==> config.mk <==
export PLATFORM = sky130hd
export DESIGN_NAME = page_owner_table_fault_swap
export DESIGN_NICKNAME = d
export VERILOG_FILES = /design/src/rtl/potfs_pkg.sv /design/src/rtl/potfs_ram.sv /design/src/rtl/potfs_dp.sv /design/src/rtl/potfs_ctrl.sv /design/src/rtl/page_owner_table_fault_swap.sv
export SDC_FILE = /design/constraint.sdc
export NUM_CORES = 2
export LEC_CHECK = 0
export ABC_AREA = 1
export BUFFER_PORTS_ARGS = -buffer_cell sky130_fd_sc_hd__buf_2
export CORE_MARGIN = 8
export CORE_UTILIZATION = 30
export DETAILED_ROUTE_END_ITERATION = 7
export GPL_ROUTABILITY_DRIVEN = 0
export HOLD_SLACK_MARGIN = 0.02
export PLACE_DENSITY_LB_ADDON = 0.12
export SYNTH_ARGS = -nofsm -noshare
export SYNTH_HDL_FRONTEND = slang
export SYNTH_SLANG_ARGS = --single-unit
==> constraint.sdc <==
create_clock -name clk -period 11 [get_ports clk]
set_clock_uncertainty 0.05 [all_clocks]
set_input_delay 3.3 -clock clk [delete_from_list [all_inputs] [get_ports clk]]
set_output_delay 3.3 -clock clk [all_outputs]
set_load 0.005 [all_outputs]
==> src/rtl/potfs_pkg.sv <==
// Shared types, codes and defaults for the page owner table with fault swap.
package potfs_pkg;

  localparam int FRAMES_DEF     = 64;
  localparam int SWAP_SLOTS_DEF = 128;
  localparam int OWNER_BITS_DEF = 8;

  localparam int OP_W     = 2;
  localparam int THREAD_W = 8;
  localparam int VPAGE_W  = 6;
  localparam int STATUS_W = 3;
  localparam int SLOT_W   = 7;

  typedef struct packed {
    logic [OP_W-1:0]     op;
    logic [THREAD_W-1:0] thread_id;
    logic [VPAGE_W-1:0]  page_index;
  } req_t;

  typedef struct packed {
    logic [STATUS_W-1:0] status;
    logic [SLOT_W-1:0]   slot;
  } res_t;

  typedef enum logic [OP_W-1:0] {
    OP_FAULT   = 2'd0,
    OP_CLAIM   = 2'd1,
    OP_RELEASE = 2'd2
  } op_t;

  typedef enum logic [STATUS_W-1:0] {
    STAT_HIT         = 3'd0,
    STAT_SWAP_FRAME  = 3'd1,
    STAT_SWAP_SLOT   = 3'd2,
    STAT_FAULT       = 3'd3,
    STAT_CLAIM_FRAME = 3'd4,
    STAT_CLAIM_SLOT  = 3'd5,
    STAT_FULL        = 3'd6,
    STAT_RELEASED    = 3'd7
  } status_t;

  typedef enum logic [3:0] {
    S_CLEAR,
    S_IDLE,
    S_DECODE,
    S_HOME_RD,
    S_HOME_CHK,
    S_SCAN_F,
    S_SCAN_S,
    S_ACT_A,
    S_ACT_B,
    S_CLAIM_WR,
    S_RESP
  } state_t;

  typedef enum logic {
    TBL_FRAME,
    TBL_SLOT
  } tbl_t;

  typedef enum logic [1:0] {
    MODE_MATCH,
    MODE_FREE,
    MODE_OWNER
  } mode_t;

  typedef enum logic [2:0] {
    WR_NONE,
    WR_CLEAR_CNT,
    WR_CLEAR_CHK,
    WR_HOME_AT_CHK,
    WR_REQ_AT_CHK,
    WR_REQ_AT_PAGE
  } wr_t;

  typedef enum logic [1:0] {
    SEL_ZERO,
    SEL_PAGE,
    SEL_CHK
  } slot_sel_t;

  typedef struct packed {
    logic      req_load;
    logic      rd_home;
    logic      home_load;
    logic      cnt_clr;
    logic      step;
    logic      clr_step;
    tbl_t      rd_tbl;
    mode_t     mode;
    wr_t       wr_sel;
    logic      res_load;
    status_t   res_status;
    slot_sel_t slot_sel;
  } cmd_t;

  typedef struct packed {
    logic [OP_W-1:0] op;
    logic            tid_zero;
    logic            page_bad;
    logic            home_match;
    logic            hit;
    logic            chk_v;
    tbl_t            chk_tbl;
    logic            issue_end;
    logic            clear_last;
    logic            out_busy;
  } sts_t;

endpackage

==> src/rtl/potfs_ram.sv <==
// Generic single-write, single-read RAM with registered read data.
module potfs_ram #(
  parameter int W     = 14,
  parameter int DEPTH = 64
) (
  input  logic                                   clk,
  input  logic                                   we,
  input  logic [((DEPTH > 1) ? $clog2(DEPTH) : 1)-1:0] waddr,
  input  logic [W-1:0]                           wdata,
  input  logic                                   re,
  input  logic [((DEPTH > 1) ? $clog2(DEPTH) : 1)-1:0] raddr,
  output logic [W-1:0]                           rdata
);

  logic [W-1:0] mem [DEPTH];

  always_ff @(posedge clk) begin
    if (we) begin
      mem[waddr] <= wdata;
    end
    if (re) begin
      rdata <= mem[raddr];
    end
  end

endmodule

==> src/rtl/potfs_dp.sv <==
// Datapath: request latch, scan counter, owner tables, compare stage and result register.
module potfs_dp #(
  parameter int FRAMES     = potfs_pkg::FRAMES_DEF,
  parameter int SWAP_SLOTS = potfs_pkg::SWAP_SLOTS_DEF,
  parameter int OWNER_BITS = potfs_pkg::OWNER_BITS_DEF
) (
  input  logic              clk,
  input  logic              rst_n,
  input  potfs_pkg::req_t   in_data,
  input  logic              out_ready,
  output logic              out_valid,
  output potfs_pkg::res_t   out_data,
  input  potfs_pkg::cmd_t   cmd,
  output potfs_pkg::sts_t   sts
);

  localparam int FIDX = $clog2(FRAMES);
  localparam int SIDX = (SWAP_SLOTS > 1) ? $clog2(SWAP_SLOTS) : 1;
  localparam int MAXN = (FRAMES > SWAP_SLOTS) ? FRAMES : SWAP_SLOTS;
  localparam int CW   = $clog2(MAXN + 1);
  localparam int VW   = potfs_pkg::VPAGE_W;
  localparam int EW   = OWNER_BITS + VW;

  potfs_pkg::req_t       req_r;
  logic [EW-1:0]         home_r;
  logic [CW-1:0]         cnt_r;
  logic [CW-1:0]         cnt_nxt;
  logic                  chk_v_r;
  logic [CW-1:0]         chk_idx_r;
  potfs_pkg::tbl_t       chk_tbl_r;
  logic                  out_valid_r;
  potfs_pkg::res_t       out_data_r;

  logic [OWNER_BITS-1:0] tid;
  logic [EW-1:0]         req_entry;
  logic [FIDX-1:0]       page_fidx;
  logic                  issue_end;
  logic                  issue;

  logic                  f_we;
  logic [FIDX-1:0]       f_wa;
  logic [EW-1:0]         f_wd;
  logic                  f_re;
  logic [FIDX-1:0]       f_ra;
  logic [EW-1:0]         f_rd;
  logic                  s_we;
  logic [SIDX-1:0]       s_wa;
  logic [EW-1:0]         s_wd;
  logic                  s_re;
  logic [EW-1:0]         s_rd;

  logic [EW-1:0]         chk_data;
  logic [OWNER_BITS-1:0] chk_owner;
  logic [VW-1:0]         chk_vpage;
  logic                  cond;
  logic                  hit;
  logic                  chk_we;
  logic [EW-1:0]         chk_wd;
  logic [potfs_pkg::SLOT_W-1:0] slot_val;

  assign tid       = OWNER_BITS'(req_r.thread_id);
  assign req_entry = {tid, req_r.page_index};
  assign page_fidx = FIDX'(req_r.page_index);

  assign issue_end = (cmd.rd_tbl == potfs_pkg::TBL_FRAME) ? (cnt_r >= CW'(FRAMES))
                                                          : (cnt_r >= CW'(SWAP_SLOTS));
  assign issue     = cmd.step & ~issue_end;

  always_comb begin
    cnt_nxt = cnt_r;
    if (cmd.cnt_clr) begin
      cnt_nxt = '0;
    end else if (issue || cmd.clr_step) begin
      cnt_nxt = cnt_r + CW'(1);
    end
  end

  always_ff @(posedge clk) begin
    if (!rst_n) begin
      cnt_r       <= '0;
      chk_v_r     <= 1'b0;
      out_valid_r <= 1'b0;
    end else begin
      cnt_r   <= cnt_nxt;
      chk_v_r <= issue;
      if (cmd.res_load) begin
        out_valid_r <= 1'b1;
      end else if (out_ready) begin
        out_valid_r <= 1'b0;
      end
    end
  end

  always_ff @(posedge clk) begin
    if (cmd.req_load) begin
      req_r <= in_data;
    end
    if (cmd.home_load) begin
      home_r <= f_rd;
    end
    if (cmd.step) begin
      chk_idx_r <= cnt_r;
      chk_tbl_r <= cmd.rd_tbl;
    end
    if (cmd.res_load) begin
      out_data_r.status <= cmd.res_status;
      out_data_r.slot   <= slot_val;
    end
  end

  always_comb begin
    case (cmd.slot_sel)
      potfs_pkg::SEL_PAGE: slot_val = potfs_pkg::SLOT_W'(req_r.page_index);
      potfs_pkg::SEL_CHK:  slot_val = potfs_pkg::SLOT_W'(chk_idx_r);
      default:             slot_val = '0;
    endcase
  end

  // compare stage
  assign chk_data  = (chk_tbl_r == potfs_pkg::TBL_FRAME) ? f_rd : s_rd;
  assign chk_owner = chk_data[EW-1:VW];
  assign chk_vpage = chk_data[VW-1:0];

  always_comb begin
    case (cmd.mode)
      potfs_pkg::MODE_FREE:  cond = (chk_owner == '0);
      potfs_pkg::MODE_OWNER: cond = (chk_owner == tid);
      default:               cond = (chk_owner == tid) && (chk_vpage == req_r.page_index);
    endcase
  end

  assign hit = chk_v_r & cond;

  // table writes
  assign chk_we = (cmd.wr_sel != potfs_pkg::WR_CLEAR_CHK) || hit;

  always_comb begin
    case (cmd.wr_sel)
      potfs_pkg::WR_HOME_AT_CHK: chk_wd = home_r;
      potfs_pkg::WR_REQ_AT_CHK:  chk_wd = req_entry;
      default:                   chk_wd = '0;
    endcase
  end

  always_comb begin
    f_we = 1'b0;
    f_wa = cnt_r[FIDX-1:0];
    f_wd = '0;
    s_we = 1'b0;
    s_wa = cnt_r[SIDX-1:0];
    s_wd = '0;
    case (cmd.wr_sel)
      potfs_pkg::WR_CLEAR_CNT: begin
        f_we = (cnt_r < CW'(FRAMES));
        s_we = (cnt_r < CW'(SWAP_SLOTS));
      end
      potfs_pkg::WR_CLEAR_CHK, potfs_pkg::WR_HOME_AT_CHK, potfs_pkg::WR_REQ_AT_CHK: begin
        f_wa = chk_idx_r[FIDX-1:0];
        s_wa = chk_idx_r[SIDX-1:0];
        f_wd = chk_wd;
        s_wd = chk_wd;
        f_we = chk_we && (chk_tbl_r == potfs_pkg::TBL_FRAME);
        s_we = chk_we && (chk_tbl_r == potfs_pkg::TBL_SLOT);
      end
      potfs_pkg::WR_REQ_AT_PAGE: begin
        f_we = 1'b1;
        f_wa = page_fidx;
        f_wd = req_entry;
      end
      default: begin
      end
    endcase
  end

  assign f_re = cmd.rd_home | (issue && (cmd.rd_tbl == potfs_pkg::TBL_FRAME));
  assign f_ra = cmd.rd_home ? page_fidx : cnt_r[FIDX-1:0];
  assign s_re = issue && (cmd.rd_tbl == potfs_pkg::TBL_SLOT);

  potfs_ram #(
    .W     (EW),
    .DEPTH (FRAMES)
  ) u_frame_ram (
    .clk   (clk),
    .we    (f_we),
    .waddr (f_wa),
    .wdata (f_wd),
    .re    (f_re),
    .raddr (f_ra),
    .rdata (f_rd)
  );

  potfs_ram #(
    .W     (EW),
    .DEPTH (SWAP_SLOTS)
  ) u_slot_ram (
    .clk   (clk),
    .we    (s_we),
    .waddr (s_wa),
    .wdata (s_wd),
    .re    (s_re),
    .raddr (cnt_r[SIDX-1:0]),
    .rdata (s_rd)
  );

  assign sts.op         = req_r.op;
  assign sts.tid_zero   = (tid == '0);
  assign sts.page_bad   = (32'(req_r.page_index) >= 32'(FRAMES));
  assign sts.home_match = (f_rd[EW-1:VW] == tid) && (f_rd[VW-1:0] == req_r.page_index);
  assign sts.hit        = hit;
  assign sts.chk_v      = chk_v_r;
  assign sts.chk_tbl    = chk_tbl_r;
  assign sts.issue_end  = issue_end;
  assign sts.clear_last = (cnt_r == CW'(MAXN - 1));
  assign sts.out_busy   = out_valid_r & ~out_ready;

  assign out_valid = out_valid_r;
  assign out_data  = out_data_r;

endmodule

==> src/rtl/potfs_ctrl.sv <==
// Controller: sequences clearing, home check, table scans, swap writes and result hand-off.
module potfs_ctrl (
  input  logic            clk,
  input  logic            rst_n,
  input  logic            in_valid,
  output logic            in_ready,
  input  potfs_pkg::sts_t sts,
  output potfs_pkg::cmd_t cmd
);

  potfs_pkg::state_t    state_r, state_nxt;
  potfs_pkg::status_t   res_r, res_nxt;
  potfs_pkg::slot_sel_t sel_r, sel_nxt;

  always_ff @(posedge clk) begin
    if (!rst_n) begin
      state_r <= potfs_pkg::S_CLEAR;
      res_r   <= potfs_pkg::STAT_FAULT;
      sel_r   <= potfs_pkg::SEL_ZERO;
    end else begin
      state_r <= state_nxt;
      res_r   <= res_nxt;
      sel_r   <= sel_nxt;
    end
  end

  always_comb begin
    state_nxt      = state_r;
    res_nxt        = res_r;
    sel_nxt        = sel_r;
    in_ready       = 1'b0;
    cmd            = '0;
    cmd.rd_tbl     = potfs_pkg::TBL_FRAME;
    cmd.mode       = potfs_pkg::MODE_MATCH;
    cmd.wr_sel     = potfs_pkg::WR_NONE;
    cmd.res_status = res_r;
    cmd.slot_sel   = sel_r;

    case (sts.op)
      potfs_pkg::OP_CLAIM:   cmd.mode = potfs_pkg::MODE_FREE;
      potfs_pkg::OP_RELEASE: cmd.mode = potfs_pkg::MODE_OWNER;
      default:               cmd.mode = potfs_pkg::MODE_MATCH;
    endcase

    case (state_r)
      potfs_pkg::S_CLEAR: begin
        cmd.clr_step = 1'b1;
        cmd.wr_sel   = potfs_pkg::WR_CLEAR_CNT;
        if (sts.clear_last) begin
          state_nxt = potfs_pkg::S_IDLE;
        end
      end
      potfs_pkg::S_IDLE: begin
        in_ready     = 1'b1;
        cmd.req_load = in_valid;
        if (in_valid) begin
          state_nxt = potfs_pkg::S_DECODE;
        end
      end
      potfs_pkg::S_DECODE: begin
        res_nxt   = potfs_pkg::STAT_FAULT;
        sel_nxt   = potfs_pkg::SEL_ZERO;
        state_nxt = potfs_pkg::S_RESP;
        case (sts.op)
          potfs_pkg::OP_FAULT: begin
            if (!sts.tid_zero && !sts.page_bad) begin
              state_nxt = potfs_pkg::S_HOME_RD;
            end
          end
          potfs_pkg::OP_CLAIM: begin
            if (!sts.tid_zero) begin
              cmd.cnt_clr = 1'b1;
              state_nxt   = potfs_pkg::S_SCAN_F;
            end
          end
          potfs_pkg::OP_RELEASE: begin
            res_nxt = potfs_pkg::STAT_RELEASED;
            if (!sts.tid_zero) begin
              cmd.cnt_clr = 1'b1;
              state_nxt   = potfs_pkg::S_SCAN_F;
            end
          end
          default: begin
          end
        endcase
      end
      potfs_pkg::S_HOME_RD: begin
        cmd.rd_home = 1'b1;
        state_nxt   = potfs_pkg::S_HOME_CHK;
      end
      potfs_pkg::S_HOME_CHK: begin
        cmd.home_load = 1'b1;
        if (sts.home_match) begin
          res_nxt   = potfs_pkg::STAT_HIT;
          sel_nxt   = potfs_pkg::SEL_PAGE;
          state_nxt = potfs_pkg::S_RESP;
        end else begin
          cmd.cnt_clr = 1'b1;
          state_nxt   = potfs_pkg::S_SCAN_F;
        end
      end
      potfs_pkg::S_SCAN_F, potfs_pkg::S_SCAN_S: begin
        cmd.rd_tbl = (state_r == potfs_pkg::S_SCAN_F) ? potfs_pkg::TBL_FRAME
                                                       : potfs_pkg::TBL_SLOT;
        if (sts.op == potfs_pkg::OP_RELEASE) begin
          cmd.wr_sel = potfs_pkg::WR_CLEAR_CHK;
        end
        if (sts.hit && (sts.op != potfs_pkg::OP_RELEASE)) begin
          sel_nxt = potfs_pkg::SEL_CHK;
          if (sts.op == potfs_pkg::OP_CLAIM) begin
            res_nxt   = (sts.chk_tbl == potfs_pkg::TBL_FRAME) ? potfs_pkg::STAT_CLAIM_FRAME
                                                              : potfs_pkg::STAT_CLAIM_SLOT;
            state_nxt = potfs_pkg::S_CLAIM_WR;
          end else begin
            res_nxt   = (sts.chk_tbl == potfs_pkg::TBL_FRAME) ? potfs_pkg::STAT_SWAP_FRAME
                                                              : potfs_pkg::STAT_SWAP_SLOT;
            state_nxt = potfs_pkg::S_ACT_A;
          end
        end else if (sts.issue_end && !sts.chk_v) begin
          if (state_r == potfs_pkg::S_SCAN_F) begin
            cmd.cnt_clr = 1'b1;
            state_nxt   = potfs_pkg::S_SCAN_S;
          end else begin
            sel_nxt   = potfs_pkg::SEL_ZERO;
            state_nxt = potfs_pkg::S_RESP;
            case (sts.op)
              potfs_pkg::OP_CLAIM:   res_nxt = potfs_pkg::STAT_FULL;
              potfs_pkg::OP_RELEASE: res_nxt = potfs_pkg::STAT_RELEASED;
              default:               res_nxt = potfs_pkg::STAT_FAULT;
            endcase
          end
        end else begin
          cmd.step = 1'b1;
        end
      end
      potfs_pkg::S_ACT_A: begin
        cmd.wr_sel = potfs_pkg::WR_HOME_AT_CHK;
        state_nxt  = potfs_pkg::S_ACT_B;
      end
      potfs_pkg::S_ACT_B: begin
        cmd.wr_sel = potfs_pkg::WR_REQ_AT_PAGE;
        state_nxt  = potfs_pkg::S_RESP;
      end
      potfs_pkg::S_CLAIM_WR: begin
        cmd.wr_sel = potfs_pkg::WR_REQ_AT_CHK;
        state_nxt  = potfs_pkg::S_RESP;
      end
      potfs_pkg::S_RESP: begin
        if (!sts.out_busy) begin
          cmd.res_load = 1'b1;
          state_nxt    = potfs_pkg::S_IDLE;
        end
      end
      default: begin
        state_nxt = potfs_pkg::S_IDLE;
      end
    endcase
  end

  a_accept_to_decode: assert property (@(posedge clk) disable iff (!rst_n)
    (in_valid && in_ready) |=> (state_r == potfs_pkg::S_DECODE))
    else $error("accepted request did not enter decode");

  a_no_result_overwrite: assert property (@(posedge clk) disable iff (!rst_n)
    cmd.res_load |-> !sts.out_busy)
    else $error("result loaded while previous result still held");

  a_home_after_read: assert property (@(posedge clk) disable iff (!rst_n)
    (state_r == potfs_pkg::S_HOME_CHK) |-> ($past(state_r) == potfs_pkg::S_HOME_RD))
    else $error("home check without preceding home read");

  a_clear_done: assert property (@(posedge clk) disable iff (!rst_n)
    (state_r == potfs_pkg::S_CLEAR && sts.clear_last) |=> (state_r == potfs_pkg::S_IDLE))
    else $error("clearing pass did not finish");

endmodule

==> src/rtl/page_owner_table_fault_swap.sv <==
// Top level of the page owner table with fault swap.
// After reset the block clears both owner tables, one entry of each per cycle, with
// in_ready low. A request is decided without a scan on a fault hit, a bad thread, a bad
// page or an unknown op, and scans otherwise: each table has one read port and the scan
// reads one entry per cycle, frames first, then swap slots. A release with a nonzero
// thread always scans both tables. A result held in the output register by out_ready
// low keeps the next result waiting in S_RESP until it is taken. One request is in
// flight at a time; the next one is taken as soon as its result sits in the output
// register.
module page_owner_table_fault_swap #(
  parameter int FRAMES     = potfs_pkg::FRAMES_DEF,
  parameter int SWAP_SLOTS = potfs_pkg::SWAP_SLOTS_DEF,
  parameter int OWNER_BITS = potfs_pkg::OWNER_BITS_DEF
) (
  input  logic            clk,
  input  logic            rst_n,
  input  logic            in_valid,
  output logic            in_ready,
  input  potfs_pkg::req_t in_data,
  output logic            out_valid,
  input  logic            out_ready,
  output potfs_pkg::res_t out_data
);

  potfs_pkg::cmd_t cmd;
  potfs_pkg::sts_t sts;

  potfs_ctrl u_ctrl (
    .clk      (clk),
    .rst_n    (rst_n),
    .in_valid (in_valid),
    .in_ready (in_ready),
    .sts      (sts),
    .cmd      (cmd)
  );

  potfs_dp #(
    .FRAMES     (FRAMES),
    .SWAP_SLOTS (SWAP_SLOTS),
    .OWNER_BITS (OWNER_BITS)
  ) u_dp (
    .clk       (clk),
    .rst_n     (rst_n),
    .in_data   (in_data),
    .out_ready (out_ready),
    .out_valid (out_valid),
    .out_data  (out_data),
    .cmd       (cmd),
    .sts       (sts)
  );

endmodule

# After elaboration in Yosys (flattened, before gate mapping)
# Memories as Yosys holds them, arrays and structs flattened. A register that Yosys moved wholly into a read port is not among the register bits.
# Index checks and enable logic that the tools add are counted.
[totals]
output_inout_bits = 12
register_bits = 67
ram_bits = 2688
wordCells = 154
mem_count = 2
inputBits = 20
[mem_list]
columns = ["memory", "words", "word_bits", "rd", "rd_ports_with_merged_regs", "wr", "line", "rtl"]
rows = [
  ["u_dp.u_slot_ram.mem", 128, 14, 1, 1, 1, "potfs_ram.sv:15", "logic [W-1:0] mem [DEPTH];"],
  ["u_dp.u_frame_ram.mem", 64, 14, 1, 1, 1, "potfs_ram.sv:15", ""],
]
[classes]
n_addsub = 1
reduce_logical = 24
mux = 66
bitwise = 9
eq_ne = 34
order_cmp = 4
[ops]
columns = ["cell", "n"]
rows = [
  ["14-bit case mux with 2 select lines", 2],
  ["4-bit two-way mux", 10],
  ["4-bit case mux with 9 select lines", 1],
  ["14-bit two-way mux", 2],
  ["1-bit two-way mux", 24],
  ["3-bit two-way mux", 6],
  ["4-bit by 3-bit equality test with 1-bit output, second input constant", 4],
  ["8-bit equality test", 2],
  ["8-bit zero test", 2],
  ["3-bit case mux with 5 select lines", 1],
  ["2-bit two-way mux", 7],
  ["7-bit case mux with 2 select lines", 1],
  ["4-bit equality test, second input constant", 3],
  ["6-bit equality test", 2],
  ["6-bit case mux with 2 select lines", 1],
  ["2-bit != test, second input constant", 5],
  ["3-bit case mux with 3 select lines", 1],
  ["8-bit by 1-bit adder with 8-bit output, second input constant", 1],
  ["4-bit by 2-bit equality test with 1-bit output, second input constant", 2],
  ["8-bit by 7-bit equality test with 1-bit output, second input constant", 1],
  ["8-bit by 7-bit greater-or-equal comparator with 1-bit output, second input constant", 1],
  ["8-bit greater-or-equal comparator, second input constant", 1],
  ["1-bit logical AND", 8],
  ["8-bit by 7-bit less-than comparator with 1-bit output, second input constant", 1],
  ["30 further kinds", 49],
]

# Depth between registers and ports, before layout
[logic_depth]
ltp_word = 11
mapped_depth = 19
depth_no_buf = 18

# Cells and area by module
# Synthesis repeated with hierarchy kept, for this count alone.
[unflattened]
cells_unflattened = 9836
area_unflattened_um2 = 114606.2
[by_module_without_submodules]
columns = ["module", "n_inst", "area_each_um2", "cells_each", "seq_area_each_um2"]
rows = [
  ["potfs_ram at u_dp.u_slot_ram", 1, 72993.8, 6108, 54232.0],
  ["potfs_ram at u_dp.u_frame_ram", 1, 37045.5, 3088, 27326.2],
  ["potfs_dp", 1, 3641.0, 496, 1641.6],
  ["potfs_ctrl", 1, 925.9, 144, 180.2],
]

# Least setup slack after synthesis
# No wires, ideal clock.
[synth_path]
path_type = "reg-to-reg"
startpoint = "register u_ctrl.state_r[3]"
endpoint = "memory u_dp.u_frame_ram.mem[0][10], data pin"
required_time_ns = 10.419
n_path_buf = 1
setup_time_ns = 0.531
stages_incl_launch_ff = 9
path_slack_ns = 2.947
arrival_ns = 7.472
synth_period_minus_slack_ns = 8.053
cell_sequence = "dfxtp_1 > inv_1 > nor2_1 > nand2_1 > nor2_1 > inv_2 > clkbuf_1 > o21ai_0 > o21bai_1"
[synth_between]
elab_chain_len = 6
elab_cells_between_ends = 15
classes_between = "9 x eq/ne; 3 x mux; 3 x reduce/logical"
[synth_rtl]
columns = ["item", "line", "rtl"]
rows = [
  ["from (decl)", "potfs_ctrl.sv:11", "potfs_pkg::state_t state_r, state_nxt;"],
  ["from (signal assigned)", "potfs_ctrl.sv:17", "state_r <= potfs_pkg::S_CLEAR;"],
  ["from (signal assigned)", "potfs_ctrl.sv:21", "state_r <= state_nxt;"],
  ["4-bit by 3-bit equality test with 1-bit output", "potfs_ctrl.sv:45", "case (state_r)"],
  ["2-bit OR reduction", "potfs_ctrl.sv:45", ""],
  ["3-bit case mux with 5 select lines (*)", "potfs_ctrl.sv:45", ""],
  ["3-bit equality test, or another cell as far along", "potfs_dp.sv:138, potfs_dp.sv:152", ""],
  ["14-bit case mux with 2 select lines / 3-bit OR reduction (equally long branches)", "potfs_dp.sv:138, potfs_dp.sv:152", ""],
  ["14-bit case mux with 2 select lines (*)", "potfs_dp.sv:152", "case (cmd.wr_sel)"],
  ["named net u_dp.f_wd[10]", "potfs_dp.sv:42", "logic [EW-1:0] f_wd;"],
  ["to (decl)", "potfs_ram.sv:15", ""],
]
# The timed path passes the listed nets; every way through them passes the cells marked *.

# Worst setup path in the final report
[layout_path]
startpoint = "register u_ctrl.state_r[3]"
endpoint = "output port in_ready"
[layout_between]
elab_chain_len = 2
[layout_rtl]
columns = ["item", "line", "rtl"]
rows = [
  ["4-bit by 1-bit equality test with 1-bit output", "potfs_ctrl.sv:45", ""],
  ["1-bit two-way mux", "potfs_ctrl.sv:45", ""],
  ["to (decl)", "page_owner_table_fault_swap.sv:18", "output logic in_ready,"],
]
# No other way between the ends.

==> qor.tcl <==
set qor(post_synthesis_instance_total) 8338
set qor(initial_core_util_pct) 30.15
set qor(tritoncts_num_sinks) 2783
set qor(dominant_synthesized_flop_cell) {edfxtp_1}
set qor(synthesis.nets) 8369
set qor(post_route_cells_drive_above_1_share_pct) 10.07
set qor(globalRouteOverflowTotal) 0
set qor(cts.repair.resized) 0
set qor(core_region_area_sq_mm) 0.3658
set qor(cts-htree-levels) 5
set qor(cts.path.max_buffers) 4
set qor(area.growth.synth_to_final_pct) 15.17
set qor(1st_iter_drt_viols) 7855
set qor(critical_path.cell_chain) {inv_1 > nand2_1 > nor2_1 > buf_2}
set qor(synthesis.area_sq_mm) 0.1103
set qor(fin_worst_hold_slack_ns) 0.3840
set qor(grt_antenna_before_repair) 22
set qor(global_route_wire_length_before_repair_um) 532300
set qor(final_core_util_pct) 34.73
set qor(critical-path-slowest-cell) {nor2_1}
set qor(p_leak_nw) 40.47
set qor(drv_slew) 0
set qor(synth_area_per_cell_sq_um) 13.23
set qor(vias_in_the_first_global_route) 68090
set qor(setup_slack_ns) 5.260
set qor(achievable_frequency_ghz) 0.1742
set qor(psw_mw) 9.899
set qor(hold_start) {u_ctrl.res_r[0]$_SDFFE_PN1P_}
set qor(grt_setup_unrepaired) {false}
set qor(die_h_um) 622.4
set qor(clk_pin_slew_ns) 0.06
set qor(detail_route.wirelength_um) 376800
set qor(synth_mux_area_share_pct) 0
set qor(synth.largest_area_cell) {edfxtp_1}
set qor(die_w_um) 622.4
set qor(family_with_the_most_delay_on_the_worst_path) {simple AND/OR/NAND/NOR gates}
set qor(internal_power_mw) 19.48
set qor(max_cap_viol_count) 0
set qor(avgViaCountPerCell) 5.305
set qor(synth-compound-area-share_pct) 12.92
set qor(worst_setup_path_startpoint) {u_ctrl.state_r[3]$_SDFFE_PN0P_}
set qor(timing.critical_path.fanout_max) 6
set qor(finalSetupViolations) 0
set qor(wl_per_cell_um) 28.00
set qor(finalCriticalPeriod_ns) 5.740
set qor(layout.cell_area.non_filler_sq_mm) 0.1270
set qor(power.ir.vdd_worst_uv) 153.8
set qor(cts.hold.buffers_added) 0
set qor(p_seq_share_pct) 40.3
set qor(fillerInstances) 35380
set qor(timing.critical_path.required_ns) 7.65
set qor(status) {completed}
set qor(area_share_of_the_largest_cell_type_after_synthesis_pct) 75.25
set qor(synth_simple_gate_area_share_pct) 8.834
set qor(synthTopCellsByArea) {edfxtp_1 75%, o21ai_0 6.3%, nor2_1 5.3%}
set qor(post_synth_fa_ha_maj_area_fraction_pct) 0.1248
set qor(clock_latency_ns) 0.92
set qor(fin_crit_sh_pct) 52.18
set qor(power-per-cell-area_mw_per_mm2) 231.3
set qor(synth_top_family_by_area) {compound AO/OA/AOI/OAI gates}
set qor(swShare_pct) 33.70
set qor(crit_type) {reg -> out}
set qor(cts-buffers-inserted) 319
set qor(synth-seq-cells) 2783
set qor(ant_nets) 0
set qor(worstSetupEndpointType) {primary output}
set qor(dp_hpwl_um) 210700
set qor(drt_pre_antenna_iters) 6
set qor(comb_power_share_pct) 24.8
set qor(portBuffers) 31
set qor(postCtsSetupBuffers) 0
set qor(postPlaceCellArea_sq_mm) 0.1170
set qor(track_usage_pct) 18.59
set qor(synth_cell_types) 44
set qor(ys_warn_count) 0
set qor(synth-seq-area-share_pct) 75.59
set qor(hold_path_class) {reg -> reg}
set qor(final.setup.tns_ns) 0
set qor(critical_path.max_stage_delay_ns) 0.62
set qor(drc) 0
set qor(clock_tree_from_tritoncts) {yes}
set qor(clkPwrFrac_pct) 35.0
set qor(worst_r2r_startpoint) {u_dp.cnt_r[0]$_SDFFE_PP0P_}
set qor(vias) 71390
set qor(hold_violations) 0
set qor(number_of_synthesized_flops_with_an_enable_pin) 2764
set qor(final_nets) 8420
set qor(pin_count_of_the_biggest_net_entering_global_routing) 174
set qor(die-area_sq_mm) 0.3873
set qor(timing.max_slew.rel_slack_pct) 4.792
set qor(setup.worst_path.start_class) {flip-flop}
set qor(dpl_worst_slack_ns) 6.035
set qor(postSynth.asyncResetShare_pct) 0
set qor(io_pins) 32
set qor(critical_path.n_buffers_inverters) 2
set qor(worst-endpoint-arrival_ns) 2.39
set qor(num_rows) 222
set qor(cts.root.buffer_cell) {clkbuf_16}
set qor(transition_time_at_the_pin_with_the_least_slew_margin_ns) 1.428
set qor(share_of_the_synthesized_netlist_area_taken_by_xor_and_xnor_gates_pct) 0.07940
==> synthesized netlist by cell type, types with 4 or more instances <==
cell type	number
nor2_1	1554
edfxtp_1	2764
ha_1	11
o211ai_1	225
buf_2	38
inv_1	86
clkinv_1	5
nand3_2	10
inv_2	18
nor2_4	5
nand2_1	499
nand4_1	52
o221ai_1	204
o21ai_0	1379
buf_1	20
a21oi_1	68
o22ai_1	391
dfxtp_1	19
buf_4	7
clkbuf_1	520
nand2_2	6
a21oi_2	6
or2_2	8
nand3_1	278
o21ai_2	7
xor2_1	8
o21bai_1	92
nor3_1	4
o21ai_1	17
nor4_1	4
a31oi_1	11
==> per-stage QoR <==
step	cells	total power, mW
2_1_floorplan	8338	16.21
3_3_place_gp	12870	19.39
3_5_place_dp	12880	19.38
4_1_cts	13450	29.70
5_1_grt	13450	30.62
6_report	13460	29.38
==> per-layer routing <==
metal,GRT usage [%],share of wire (%),routed length (um),up-vias
li1,-,-,-,31490
met1,27.55,46,175100,36960
met5,0,0.0053,20,-
met3,2.923,6.6,24850,417
met2,28.79,45,168900,2515
met4,3.876,2.1,7849,2
==> power groups by stage <==
stage	Combinational (mW)	Clock, mW	Sequential [mW]
2_1_floorplan	4.23	0	12.0
3_3_place_gp	7.34	0	12.0
3_5_place_dp	7.33	0	12.0
4_1_cts	7.34	10.5	11.8
5_1_grt	7.89	10.9	11.8
6_report	7.28	10.3	11.8
==> worst paths after layout <==
kind                                                             to  slack [ns]  cells past startpoint
worst min register to register           u_dp.out_data[7]$_DFFE_PP_        0.38                      0
worst max register to register  u_dp.u_slot_ram.rdata[11]$_DFFE_PP_        5.92                     11
worst min-delay path                     u_dp.out_data[7]$_DFFE_PP_        0.38                      0
worst max-delay path                                       in_ready        5.26                      4
==> sequential cells by signal, summed over array words and instances (netlist names), 2 cells and up <==
| register | count |
|---|---|
| u_dp.tid | 8 |
| u_ctrl.res_r | 3 |
| u_dp.chk_idx_r | 7 |
| u_dp.u_slot_ram.mem | 1792 |
| u_dp.page_fidx | 6 |
| u_dp.cnt_r | 8 |
| u_dp.out_data | 10 |
| u_dp.sts | 2 |
| u_dp.u_frame_ram.rdata | 14 |
| u_dp.u_slot_ram.rdata | 14 |
| u_dp.u_frame_ram.mem | 896 |
| u_ctrl.sel_r | 2 |
| u_dp.home_r | 14 |
| u_ctrl.state_r | 4 |
==> layout make-up <==
cell class / instances / area, sq um / area share (%)
antenna: 8 / 20.02 / 0.01576
sequential: 2783 / 83400 / 65.65
multi-input combinational: 4859 / 24610 / 19.38
timing repair buffer: 317 / 2620 / 2.062
inverter: 109 / 441.7 / 0.3477
clock inverter: 150 / 1406 / 1.107
clock buffer: 415 / 8513 / 6.701
tap: 4816 / 6026 / 4.743
==> worst reg2reg max path, delay by kind of cell (launching register included) <==
family,cells,cell delay (ns)
and+or+nand+nor,4,0.79
DFF,1,0.73
buffers and inverters,4,2.43
AOI/OAI and AO/OA,3,0.95
==> layout by cell type, fill, tap and decap left out, types with 33 or more instances in the layout <==
master     count
clkbuf_1      88
buf_4        253
nand2_1      497
o22ai_1      391
nor2_2        35
clkbuf_16    327
buf_2         33
inv_1         82
clkinv_1      64
o211ai_1     225
nor2_1      1521
edfxtp_1    2764
clkinv_2      38
o21bai_1      84
o221ai_1     204
o21ai_0     1363
nand3_1      278
a21oi_1       68
nand4_1       52
==> cell families (layout without fill, tap and decap cells) <==
logic type                 after synthesis  count (layout)
DFF                                   2783            2783
AOI/OAI and AO/OA                     2413            2413
xor gates and xnor gates                10              10
adders and majority gates               11              11
buffers and inverters                  696             991
and+or+nand+nor                       2425            2425
other                                    0               8
Power figures use the tool's default switching activity.
